### config.mk
export PLATFORM = sky130hd
export DESIGN_NAME = i2c_oled_write_sequencer
export DESIGN_NICKNAME = d
export VERILOG_FILES = /design/src/design/iows_pkg.sv /design/src/design/i2c_oled_write_sequencer.sv /design/src/design/iows_ctrl.sv /design/src/design/iows_dp.sv
export SDC_FILE = /design/constraint.sdc
export NUM_CORES = 1
export LEC_CHECK = 0
export ABC_AREA = 0
export BUFFER_PORTS_ARGS = -buffer_cell sky130_fd_sc_hd__buf_2
export CAP_MARGIN = 20
export CORE_ASPECT_RATIO = 1.75
export CORE_MARGIN = 2
export CORE_UTILIZATION = 30
export DETAILED_ROUTE_END_ITERATION = 10
export GPL_TIMING_DRIVEN = 1
export SLEW_MARGIN = 20
export SYNTH_ARGS = -nofsm -noshare
export SYNTH_HDL_FRONTEND = slang
export SYNTH_SLANG_ARGS = --single-unit
### constraint.sdc
create_clock -name clk -period 1.9 [get_ports clk]
set_input_delay 0.19 -clock clk [delete_from_list [all_inputs] [get_ports clk]]
set_output_delay 0.19 -clock clk [all_outputs]
set_load 0.03 [all_outputs]
### src/design/iows_pkg.sv
// Shared types and constants for the I2C OLED write sequencer.
// No dependencies; every other design file refers to this package by scoped names.
package iows_pkg;

	// Bus symbol codes as they appear on the result channel
	localparam logic [1:0] SYM_START = 2'd0;
	localparam logic [1:0] SYM_BIT   = 2'd1;
	localparam logic [1:0] SYM_ACK   = 2'd2;
	localparam logic [1:0] SYM_STOP  = 2'd3;

	// Control byte that follows the address
	localparam logic [7:0] CTRL_DATA = 8'h40;
	localparam logic [7:0] CTRL_CMD  = 8'h00;

	// Slave address after reset (0x3C shifted left, write bit zero)
	localparam logic [7:0] ADDR_RESET = 8'h78;

	localparam int unsigned BITS_PER_BYTE = 8;
	localparam int unsigned BIT_CNT_W     = $clog2(BITS_PER_BYTE);
	localparam logic [BIT_CNT_W-1:0] BIT_CNT_LAST = BIT_CNT_W'(BITS_PER_BYTE - 1);

	// Byte positions in the frame: address, control, value
	localparam logic [1:0] BYTE_ADDR  = 2'd0;
	localparam logic [1:0] BYTE_CTRL  = 2'd1;
	localparam logic [1:0] BYTE_VALUE = 2'd2;

	// Controller to datapath commands
	typedef struct packed {
		logic load_req;    // capture value and is_data
		logic emit_start;  // present start, load address byte
		logic emit_bit;    // present MSB of shifter, shift
		logic emit_ack;    // present acknowledge slot, load next byte
		logic emit_stop;   // present stop, end of frame
	} iows_cmd_t;

	// Datapath to controller status
	typedef struct packed {
		logic adv;         // output register can take a new beat
		logic bit_last;    // current bit is the last of the byte
		logic byte_last;   // current byte is the value byte
	} iows_stat_t;

endpackage

### src/design/i2c_oled_write_sequencer.sv
// Top level of the I2C OLED write sequencer: controller plus datapath.
// Depends on iows_pkg, iows_ctrl and iows_dp.
//
// Usage:
//   Request channel (in_valid/in_ready, value, is_data): one beat is one byte
//   to write, as display data (is_data=1, control byte 0x40) or as a command
//   (is_data=0, control byte 0x00).
//   Symbol channel (out_valid/out_ready, symbol, sda_level, last): each request
//   expands into 29 beats: start, 8 address bits, ack, 8 control bits, ack,
//   8 value bits, ack, stop. last marks the stop beat. On an ack beat
//   sda_level repeats the last data bit; the ack itself is never sampled.
//   Config channel (cfg_valid/cfg_ready, slave_address): always ready; write
//   only while no request is in flight.
// Start: a taken request moves the controller to ST_START, which loads the
//   start beat into the output register once the output side is free.
// Throughput: one symbol per cycle unless out_ready stalls; the next request
//   is taken in the same cycle as the stop beat, so frames run back to back.
//   The rate is set by the single output register, one beat a cycle unless stalled.
// Reset: clears the controller to idle, drops out_valid, and loads the slave
//   address 0x78.
// Stall: while out_ready is low the output beat holds and the sequencer waits;
//   no request is taken until the current frame's stop beat has been issued.
module i2c_oled_write_sequencer (
	input  logic       clk,
	input  logic       arst_n,
	input  logic       cfg_valid,
	output logic       cfg_ready,
	input  logic [7:0] slave_address,
	input  logic       in_valid,
	output logic       in_ready,
	input  logic [7:0] value,
	input  logic       is_data,
	output logic       out_valid,
	input  logic       out_ready,
	output logic [1:0] symbol,
	output logic       sda_level,
	output logic       last
);

	iows_pkg::iows_cmd_t  cmd;
	iows_pkg::iows_stat_t stat;

	// Address register takes every write at once
	assign cfg_ready = 1'b1;

	iows_ctrl u_ctrl (
		.clk      (clk),
		.arst_n   (arst_n),
		.in_valid (in_valid),
		.in_ready (in_ready),
		.stat     (stat),
		.cmd      (cmd)
	);

	iows_dp u_dp (
		.clk       (clk),
		.arst_n    (arst_n),
		.cfg_valid (cfg_valid),
		.cfg_data  (slave_address),
		.value     (value),
		.is_data   (is_data),
		.cmd       (cmd),
		.stat      (stat),
		.out_valid (out_valid),
		.out_ready (out_ready),
		.symbol    (symbol),
		.sda_level (sda_level),
		.last      (last)
	);

endmodule

### src/design/iows_ctrl.sv
// Sequencing state machine for the I2C OLED write sequencer.
// Depends on iows_pkg for the command and status structs.
module iows_ctrl (
	input  logic               clk,
	input  logic               arst_n,
	input  logic               in_valid,
	output logic               in_ready,
	input  iows_pkg::iows_stat_t stat,
	output iows_pkg::iows_cmd_t  cmd
);

	localparam logic [2:0] ST_IDLE  = 3'd0;
	localparam logic [2:0] ST_START = 3'd1;
	localparam logic [2:0] ST_BIT   = 3'd2;
	localparam logic [2:0] ST_ACK   = 3'd3;
	localparam logic [2:0] ST_STOP  = 3'd4;

	logic [2:0] state_q;
	logic [2:0] state_nxt;
	logic       accept;

	// Take a new request when idle, or in the cycle the stop beat is issued
	assign in_ready = (state_q == ST_IDLE) || ((state_q == ST_STOP) && stat.adv);
	assign accept   = in_valid && in_ready;

	always_comb begin
		cmd            = '0;
		cmd.load_req   = accept;
		state_nxt      = state_q;
		unique case (state_q)
			ST_IDLE: begin
				if (accept) begin
					state_nxt = ST_START;
				end
			end
			ST_START: begin
				if (stat.adv) begin
					cmd.emit_start = 1'b1;
					state_nxt      = ST_BIT;
				end
			end
			ST_BIT: begin
				if (stat.adv) begin
					cmd.emit_bit = 1'b1;
					if (stat.bit_last) begin
						state_nxt = ST_ACK;
					end
				end
			end
			ST_ACK: begin
				if (stat.adv) begin
					cmd.emit_ack = 1'b1;
					state_nxt    = stat.byte_last ? ST_STOP : ST_BIT;
				end
			end
			ST_STOP: begin
				if (stat.adv) begin
					cmd.emit_stop = 1'b1;
					state_nxt     = accept ? ST_START : ST_IDLE;
				end
			end
			default: begin
				state_nxt = ST_IDLE;
			end
		endcase
	end

	always_ff @(posedge clk or negedge arst_n) begin
		if (!arst_n) begin
			state_q <= ST_IDLE;
		end else begin
			state_q <= state_nxt;
		end
	end

endmodule

### src/design/iows_dp.sv
// Datapath for the I2C OLED write sequencer: request hold, shifter, counters, output register.
// Depends on iows_pkg for constants and the command and status structs.
module iows_dp (
	input  logic                 clk,
	input  logic                 arst_n,
	input  logic                 cfg_valid,
	input  logic [7:0]           cfg_data,
	input  logic [7:0]           value,
	input  logic                 is_data,
	input  iows_pkg::iows_cmd_t  cmd,
	output iows_pkg::iows_stat_t stat,
	output logic                 out_valid,
	input  logic                 out_ready,
	output logic [1:0]           symbol,
	output logic                 sda_level,
	output logic                 last
);

	logic [7:0]                    addr_q;
	logic [7:0]                    held_value_q;
	logic                          held_kind_q;
	logic [7:0]                    shifter_q;
	logic [iows_pkg::BIT_CNT_W-1:0] bit_cnt_q;
	logic [1:0]                    byte_idx_q;
	logic                          sda_hold_q;
	logic                          out_valid_q;
	logic [1:0]                    symbol_q;
	logic                          sda_q;
	logic                          last_q;
	logic [7:0]                    next_byte;
	logic                          emit_any;

	assign emit_any = cmd.emit_start | cmd.emit_bit | cmd.emit_ack | cmd.emit_stop;
	assign next_byte = (byte_idx_q == iows_pkg::BYTE_ADDR)
		? (held_kind_q ? iows_pkg::CTRL_DATA : iows_pkg::CTRL_CMD)
		: held_value_q;

	assign stat.adv       = !out_valid_q || out_ready;
	assign stat.bit_last  = (bit_cnt_q == iows_pkg::BIT_CNT_LAST);
	assign stat.byte_last = (byte_idx_q == iows_pkg::BYTE_VALUE);

	assign out_valid = out_valid_q;
	assign symbol    = symbol_q;
	assign sda_level = sda_q;
	assign last      = last_q;

	// Configuration and control state
	always_ff @(posedge clk or negedge arst_n) begin
		if (!arst_n) begin
			addr_q      <= iows_pkg::ADDR_RESET;
			out_valid_q <= 1'b0;
			bit_cnt_q   <= '0;
			byte_idx_q  <= iows_pkg::BYTE_ADDR;
			sda_hold_q  <= 1'b1;
		end else begin
			if (cfg_valid) begin
				addr_q <= cfg_data;
			end
			if (emit_any) begin
				out_valid_q <= 1'b1;
			end else if (out_ready) begin
				out_valid_q <= 1'b0;
			end
			if (cmd.emit_start) begin
				bit_cnt_q  <= '0;
				byte_idx_q <= iows_pkg::BYTE_ADDR;
				sda_hold_q <= 1'b0;
			end
			if (cmd.emit_bit) begin
				bit_cnt_q  <= bit_cnt_q + 1'b1;
				sda_hold_q <= shifter_q[7];
			end
			if (cmd.emit_ack) begin
				bit_cnt_q  <= '0;
				byte_idx_q <= stat.byte_last ? iows_pkg::BYTE_ADDR : byte_idx_q + 2'd1;
			end
			if (cmd.emit_stop) begin
				sda_hold_q <= 1'b1;
			end
		end
	end

	// Payload registers
	always_ff @(posedge clk) begin
		if (cmd.load_req) begin
			held_value_q <= value;
			held_kind_q  <= is_data;
		end
		if (cmd.emit_start) begin
			shifter_q <= addr_q;
			symbol_q  <= iows_pkg::SYM_START;
			sda_q     <= 1'b0;
			last_q    <= 1'b0;
		end
		if (cmd.emit_bit) begin
			shifter_q <= {shifter_q[6:0], 1'b0};
			symbol_q  <= iows_pkg::SYM_BIT;
			sda_q     <= shifter_q[7];
			last_q    <= 1'b0;
		end
		if (cmd.emit_ack) begin
			shifter_q <= next_byte;
			symbol_q  <= iows_pkg::SYM_ACK;
			sda_q     <= sda_hold_q;
			last_q    <= 1'b0;
		end
		if (cmd.emit_stop) begin
			symbol_q <= iows_pkg::SYM_STOP;
			sda_q    <= 1'b1;
			last_q   <= 1'b1;
		end
	end

endmodule

Word level (Yosys, flattened, before mapping). Index checks and enable logic that the tools add are counted. Widths: inputs -> output; s select.

Register bits: 39. Input port bits: 22. Output and inout port bits: 7. Word-level logic and storage cells: 79.

$add $sub $neg: 2. Equality and inequality tests: 12. Multiplexer cells: 35. Bitwise logic cells: 3. Reductions and logical operators: 14.

Operators with widths (number): $mux 8 (4); $mux 3 (10); $mux 1 (15); $pmux 3 s5 (1); $ne 2x1->1 const B (5); $mux 2 (4); $mux 7 (1); $eq 3x2->1 const B (2); $eq 3x3->1 const B (2); $reduce_and 6->1 (1); $reduce_bool 2->1 (3); $reduce_bool 3->1 (2); $add 3x1->3 const B (1); $eq 3x1->1 const B (1); $logic_not 3->1 (1); $or 1x1->1 (3); $add 2x1->2 const B (1); $eq 2x2->1 const B (1); $logic_and 1x1->1 (2); $logic_not 2->1 (1); $logic_or 1x1->1 (2); $ne 2x2->1 const B (1); $reduce_or 2->1 (1); $logic_not 1->1 (1).

Longest topological paths before layout. Gate-level depths: netlist (run 1).

Word-level depth: 8. Mapped depth: 6. Mapped depth without buffers: 4.

By module. A second synthesis (run 1) with hierarchy kept.

Cell total of the unflattened synthesis: 125. Area, all modules: 1726.7 µm².

Modules (own cells, without submodules): iows_dp (times used 1, cells an instance 98, area an instance 1481.4 µm²); iows_ctrl (times used 1, cells an instance 25, area an instance 234.0 µm²); i2c_oled_write_sequencer (times used 1, cells an instance 2, area an instance 11.3 µm²).

Least setup slack after synthesis (run 1). No wires, ideal clock.

Path kind: flip-flop to flip-flop. Start: register u_dp.out_valid_q, in the netlist u_dp.out_valid. End: register u_dp.shifter_q[0], enable pin. Library setup time: 370 ps. Arrival: 1394 ps. Data required time: 1530 ps. Setup slack: 136 ps. Cell stages (with the launch flop): 6. Path buffers: 2. Period minus slack after synthesis: 1764 ps. Cells stage by stage: dfrtp_1 -> nand2b_1 -> buf_2 -> nand2_1 -> buf_2 -> nor2_1.

Word-level cells in the longest chain between the ends: 5. Elaborated cells on any way between the ends: 7. Those cells by class: mux (4); reduce/logical (3).

RTL lines: start, declared (line iows_dp.sv:26) `logic out_valid_q;`; start signal, assigned (line iows_dp.sv:51) `out_valid_q <= 1'b0;`; start signal, assigned (line iows_dp.sv:60) `out_valid_q <= 1'b1;`; start signal, assigned (line iows_dp.sv:62) `out_valid_q <= 1'b0;`; $logic_not 1->1 * (line iows_dp.sv:38) `assign stat.adv = !out_valid_q || out_ready;`; $logic_or 1x1->1 * (line iows_dp.sv:38); $mux 1 * (line iows_ctrl.sv:37, iows_ctrl.sv:43, iows_ctrl.sv:51); $mux 1 (line iows_ctrl.sv:30) `unique case (state_q)`; $reduce_bool 3->1 (no source line) *; end signal, assigned (line iows_dp.sv:90) `shifter_q <= addr_q;`; end signal, assigned (line iows_dp.sv:96) `shifter_q <= {shifter_q[6:0], 1'b0};`; end signal, assigned (line iows_dp.sv:102) `shifter_q <= next_byte;`; end, declared (line iows_dp.sv:22) `logic [7:0] shifter_q;`.

Mark *: on every way between the ends. The rest lies on a longest branch, timed or not. A chain may end at the register's enable or synchronous reset.

Worst setup path in the final report (run 1).
Start: register u_ctrl.state_q[0]. End: output in_ready.

Word-level cells in the longest chain between the ends: 3. Elaborated cells on any way between the ends: 4. Those cells by class: eq/ne (1); reduce/logical (3).

RTL lines: start, declared (line iows_ctrl.sv:18) `logic [2:0] state_q;`; start signal, assigned (line iows_ctrl.sv:72) `state_q <= state_nxt;`; $eq 3x3->1 (line iows_ctrl.sv:23) `assign in_ready = (state_q == ST_IDLE) || ((state_q == ST_STOP) && stat.adv);`; $logic_and 1x1->1 (line iows_ctrl.sv:23); $logic_or 1x1->1 * (line iows_ctrl.sv:23); end, declared (line i2c_oled_write_sequencer.sv:30) `output logic in_ready,`.

Marks and branches as above.

==> out/results.ini, run 1 <==
[detailed_routing]
dr.first_iter.drc_count = 29
post-route-drc-count = 0
drtPass1Iterations = 4
routed_wl_um = 3590
vias_per_cell = 4.67
wl_per_cell_um = 13.8
antenna_left = 0
num_vias = 1215

[layout]
final_cell_mix = 27 x buf_2, 17 x edfxtp_1, 16 x nand2_1, 16 x nor2_1
fin_area_sq_um = 2060
area_growth_pct = 19.9
fin_util_pct = 37.1
drive_above_1_share_pct = 34.2
mostFrequentLayoutCell = buf_2
antennaDiodeCount = 0
fin_nets = 207

[pwr]
ir_drop_mv = 0.400
switching_share_pct = 35.9
pwr-share-clk_pct = 19.5
switching_power_mw = 1.02
p_int_mw = 1.83
combPwrFrac_pct = 33.9
p_seq_share_pct = 46.7
leakage_nw = 0.833
power_density_nw_per_um2 = 1380

[placed_design]
placed_cell_area_sq_um = 1960
port_buffers = 27
place.gp.congestion = 0.774
place_hpwl_um = 2640

[global_routing]
grt_max_degree = 19
antenna_found_initial = 0
grt_overflow = 0
grt_first_pass_wirelength_um = 5750
grt_pass1_vias = 1196
track_usage_pct = 12.4

[worst_setup_path]
worstPathRequired_ns = 1.71
worstPathArrival_ns = 1.53
critical_path.max_fanout = 11
critPathKind = reg2out
startpoint_type = flop
cp-end-kind = output port
reg2reg_depth = 3

[clock_network]
cts_setup_buffers = 0
cts_sinks = 39
cts_buffers = 5
root_buffer = clkbuf_8
clk_pin_slew_ns = 0.08
clockBufferDepth = 2
cts_tree = yes
htreeDepth = 2
clock_latency_ns = 0.29

[timing]
final-hold-violation-count = 0
setup_viol = 0
fin_crit_sh_pct = 90.8
fin_setup_tns_ns = 0
fin_skew_ns = 0.00921
rsz0062_at_grt = false
tightest_slew_ns = 0.499
drv_slew = 0
slew_headroom_pct = 66.7
max_freq_mhz = 580
finalCriticalPeriod_ns = 1.72

[worst_hold_path]
hp-class = in2reg
hold_depth = 1

[floorplan]
fp.dieW_um = 61.2
fp.dieH_um = 104
core-area_sq_um = 5540
row_count = 36
start_util_pct = 31.0
pin_count = 29
dieArea_sq_um = 6360

[run]
maxCapViolations = 0

[synthesis]
synthCells = 148
synth_top_area_share_pct = 29.8
ys_seq_elements = 39
ys_types = 36
ys_seq_area_share_pct = 61.1
syn_area_sq_um = 1720
postSynthAreaPerCell_sq_um = 11.6
synth_fp_nets = 172
synth.area.top_cells = edfxtp_1 30%, dfrtp_1 19%, dfstp_2 7.7%
yosysWarnings = 0
synth_largest_area_cell = edfxtp_1

[outcome]
outcome = finished, final reports clean

==> repair_timing <==
item                      4_1_cts  5_1_grt
hold buffers                    1        0
resized for setup               0        0
hold endpoints to repair       13        0
==> registers in the layout, indices dropped and copies added, names as in the netlist, 2 cells and up <==
name / count
u_dp.addr_q: 8
u_dp.held_value_q: 8
u_dp.shifter_q: 8
u_ctrl.state_q: 3
u_dp.bit_cnt_q: 3
u_dp.byte_idx_q: 2
u_dp.symbol: 2
==> cells in the mapped netlist <==
cell      count
dfstp_2       5
xor2_1        1
a21oi_1      13
clkbuf_1      1
a22o_1        1
and3_2        1
and3_1        1
nor2_1       16
o311a_1       1
dfxtp_1       4
ha_1          2
nand2_1      16
o21ai_0       7
mux2i_1       1
dfrtp_1      13
o211ai_1      2
a21oi_2       3
a22oi_1       8
nor2b_1       1
edfxtp_1     17
nand3b_1      1
or4_1         1
mux2_2        9
a32oi_1       1
a211o_1       1
nand3_1       4
xnor2_1       1
nand2b_1      1
inv_1         3
inv_2         1
buf_4         1
buf_6         1
conb_1        1
o22ai_1       2
buf_2         5
nor3_4        1
==> path summary, 6_finish.rpt <==
check	slack, ns	startpoint	endpoint
worst max-delay path	0.18	u_ctrl.state_q[0]	in_ready
worst min-delay path	0.07	value[1]	u_dp.held_value_q[1]
worst max register to register	0.26	u_dp.out_valid	u_dp.held_value_q[5]
worst min register to register	0.48	u_dp.symbol[0]	u_dp.symbol[0]
max in group asynchronous	1.18	arst_n	u_dp.addr_q[5]
min in group asynchronous	0.37	arst_n	u_dp.bit_cnt_q[0]
==> final cells by class <==
cell class / count / area [sq um]
multi-input combinational: 97 / 606
sequential: 39 / 1050
clock buffer: 5 / 68.8
inverter: 4 / 15.0
clock inverter: 3 / 20.0
fill: 563 / 3480
tap: 76 / 95.1
timing repair buffer: 36 / 205
==> through the flow <==
| stage | worst slack (ns) | instances | power [mW] | hold slack, ns |
|---|---|---|---|---|
| floorplan | 0.136 | 148 | 2.02 | -0.106 |
| global placement | 0.259 | 251 | 2.30 | 0.161 |
| detailed placement | 0.253 | 251 | 2.32 | 0.166 |
| CTS | 0.158 | 260 | 2.89 | 0.0604 |
| global route | 0.0597 | 260 | 3.05 | 0.0544 |
| finish | 0.176 | 260 | 2.85 | 0.0727 |
==> cell families (layout without fill, tap and decap cells) <==
group                    Yosys count  in the layout  share of synthesized area [%]
AND/OR/NAND/NOR                   43             43                           11.5
AO/OA/AOI/OAI                     39             39                           14.6
flip-flops                        39             39                           61.1
buffers and inverters             12             48                           3.65
multiplexers                      10             10                           6.49
adder cells (fa/ha/maj)            2              2                           1.46
XOR/XNOR                           2              2                           1.02
other                              1              1                          0.219
==> layer usage <==
layer  GRT usage, %  vias up  routed length (um)
li1               -      600                   -
met5              0        -                   0
met4           6.99        0                  70
met3           2.49        4                 100
met2           21.2       26                1980
met1           13.5      585                1440
==> critical path, cell delays in order (launching register included) <==
cell and delay, ns:
dfrtp_1 0.50, inv_1 0.23, nand2_1 0.16, a21oi_1 0.15
buf_2 0.21
==> power groups by stage <==
stage / combinational (mW) / sequential [mW] / clock (mW)
floorplan: 0.669 / 1.36 / 0
global placement: 0.959 / 1.34 / 0
detailed placement: 0.975 / 1.35 / 0
CTS: 0.979 / 1.33 / 0.577
global route: 1.07 / 1.36 / 0.617
finish: 0.964 / 1.33 / 0.554
No activity file was read; power rests on OpenSTA's default activity.
==> inputs of run 2 (changes only) <==
--- a/config.mk
+++ b/config.mk
@@ -10,10 +10,9 @@
 export CAP_MARGIN = 20
 export CORE_ASPECT_RATIO = 1.75
 export CORE_MARGIN = 2
-export CORE_UTILIZATION = 30
+export CORE_UTILIZATION = 54
 export DETAILED_ROUTE_END_ITERATION = 10
-export GPL_TIMING_DRIVEN = 1
-export SLEW_MARGIN = 20
+export PLACE_DENSITY = 0.77
 export SYNTH_ARGS = -nofsm -noshare
 export SYNTH_HDL_FRONTEND = slang
 export SYNTH_SLANG_ARGS = --single-unit
==> run 2 against run 1 <==
Cell count decreased by 13%. Critical path type unchanged. Sequential power hardly changed. Largest power group unchanged. Wire length fell by 12%. Die area down 42%. Core utilization increased by 28 points.
==> out/results.ini, run 2 (synthesis results as in run 1) <==
[outcome]
outcome = finished, final reports clean

[worst_setup_path]
critPathKind = reg2out
critical_path.max_fanout = 11
r2r_slack_ns = 0.29
cp-end-kind = output port
reg2reg_depth = 3
worstPathRequired_ns = 1.71
worstPathArrival_ns = 1.49
startpoint_type = flop

[floorplan]
fp.dieW_um = 46.6
row_count = 27
pin_count = 29
fp.dieH_um = 78.6
start_util_pct = 55.8
dieArea_sq_um = 3660
core-area_sq_um = 3070

[clock_network]
ctsHoldBuffers = 1
cts_sinks = 39
htreeDepth = 2
cts_buffers = 5
cts_tree = yes
cts_resized = 0
clk_pin_slew_ns = 0.07
clockBufferDepth = 2
root_buffer = clkbuf_8
clock_latency_ns = 0.29
cts_setup_buffers = 0

[timing]
rsz0062_at_grt = false
setup_viol = 0
fin_setup_tns_ns = 0
setup_ws_ns = 0.224
whs_ns = 0.0788
finalCriticalPeriod_ns = 1.68
drv_slew = 0
fin_skew_ns = 0.0101
max_freq_mhz = 597
final-hold-violation-count = 0
fin_crit_sh_pct = 88.2

[layout]
drive_above_1_share_pct = 32.4
fin_area_sq_um = 1990
final_cell_mix = 27 x buf_2, 17 x edfxtp_1, 16 x nand2_1, 16 x nor2_1
reg_top3 = u_dp.addr_q (8), u_dp.held_value_q (8), u_dp.shifter_q (8)
regArea_sq_um = 1050
fin_nets = 205
mostFrequentLayoutCell = buf_2
multi_input_area_sq_um = 606
fillers = 245
area_growth_pct = 16.2
antennaDiodeCount = 0

[worst_hold_path]
hp-class = in2reg
hold_depth = 1

[pwr]
leakage_nw = 0.825
power_density_nw_per_um2 = 1400
ir_drop_mv = 0.780

[detailed_routing]
wl_per_cell_um = 14.1
vias_per_cell = 5.48
post-route-drc-count = 0
routed_wl_um = 3170
dr.first_iter.drc_count = 34
antenna_left = 0
drtPass1Iterations = 4
num_vias = 1232

[global_routing]
grt_pass1_vias = 1248
use_met3_pct = 5.52
grt_overflow = 0
grt_max_degree = 19
track_usage_pct = 20.4
grt_util_met1_pct = 21.6
grt_first_pass_wirelength_um = 5330
grt_util_met2_pct = 34.0
grt.busiest_layer = met2
antenna_found_initial = 0

[placed_design]
place_hpwl_um = 2390
place.gp.congestion = 0.855
port_buffers = 27
dp_slack_ns = 0.296
placed_cell_area_sq_um = 1900

[run]
maxCapViolations = 0

## run 2: where the power goes
group	switching (mW)	internal (mW)
clock	0.262	0.257
sequential	0.168	1.17
combinational	0.550	0.394
## run 2: cell type report
| cell class | instances | share of cell area [%] |
|---|---|---|
| timing repair buffer | 34 | 9.54 |
| inverter | 4 | 0.753 |
| sequential | 39 | 52.5 |
| clock buffer | 7 | 3.83 |
| tap | 43 | 2.70 |
| clock inverter | 1 | 0.251 |
| multi-input combinational | 97 | 30.4 |
## run 2: per-stage QoR
stage | total power [mW] | cells | utilization, %
after detailed placement | 2.30 | 216 | 61.9
after global placement | 2.24 | 216 | 61.9
after global routing | 2.99 | 225 | 64.8
after floorplan | 2.02 | 148 | -
after CTS | 2.82 | 225 | 64.8
final | 2.80 | 225 | 64.8
## run 2: path summary, 6_finish.rpt
check,from,endpoint
worst max-delay path,u_ctrl.state_q[0],in_ready
worst min-delay path,is_data,u_dp.held_kind_q
worst max register to register,u_dp.out_valid,u_dp.held_value_q[4]
worst min register to register,u_dp.symbol[0],u_dp.symbol[0]
max in group asynchronous,arst_n,u_dp.addr_q[3]
min in group asynchronous,arst_n,u_dp.out_valid
## run 2: critical path, stage by stage, from the launching register on
cell,delay (ns)
dfrtp_1,0.50
inv_1,0.21
nand2_1,0.15
a21oi_1,0.13
buf_2,0.21
## run 2: per-layer routing
metal / wire length, um / up-vias
li1: - / 596
met1: 1190 / 576
met2: 1720 / 49
met3: 152 / 11
met4: 102 / 0
met5: 0 / -
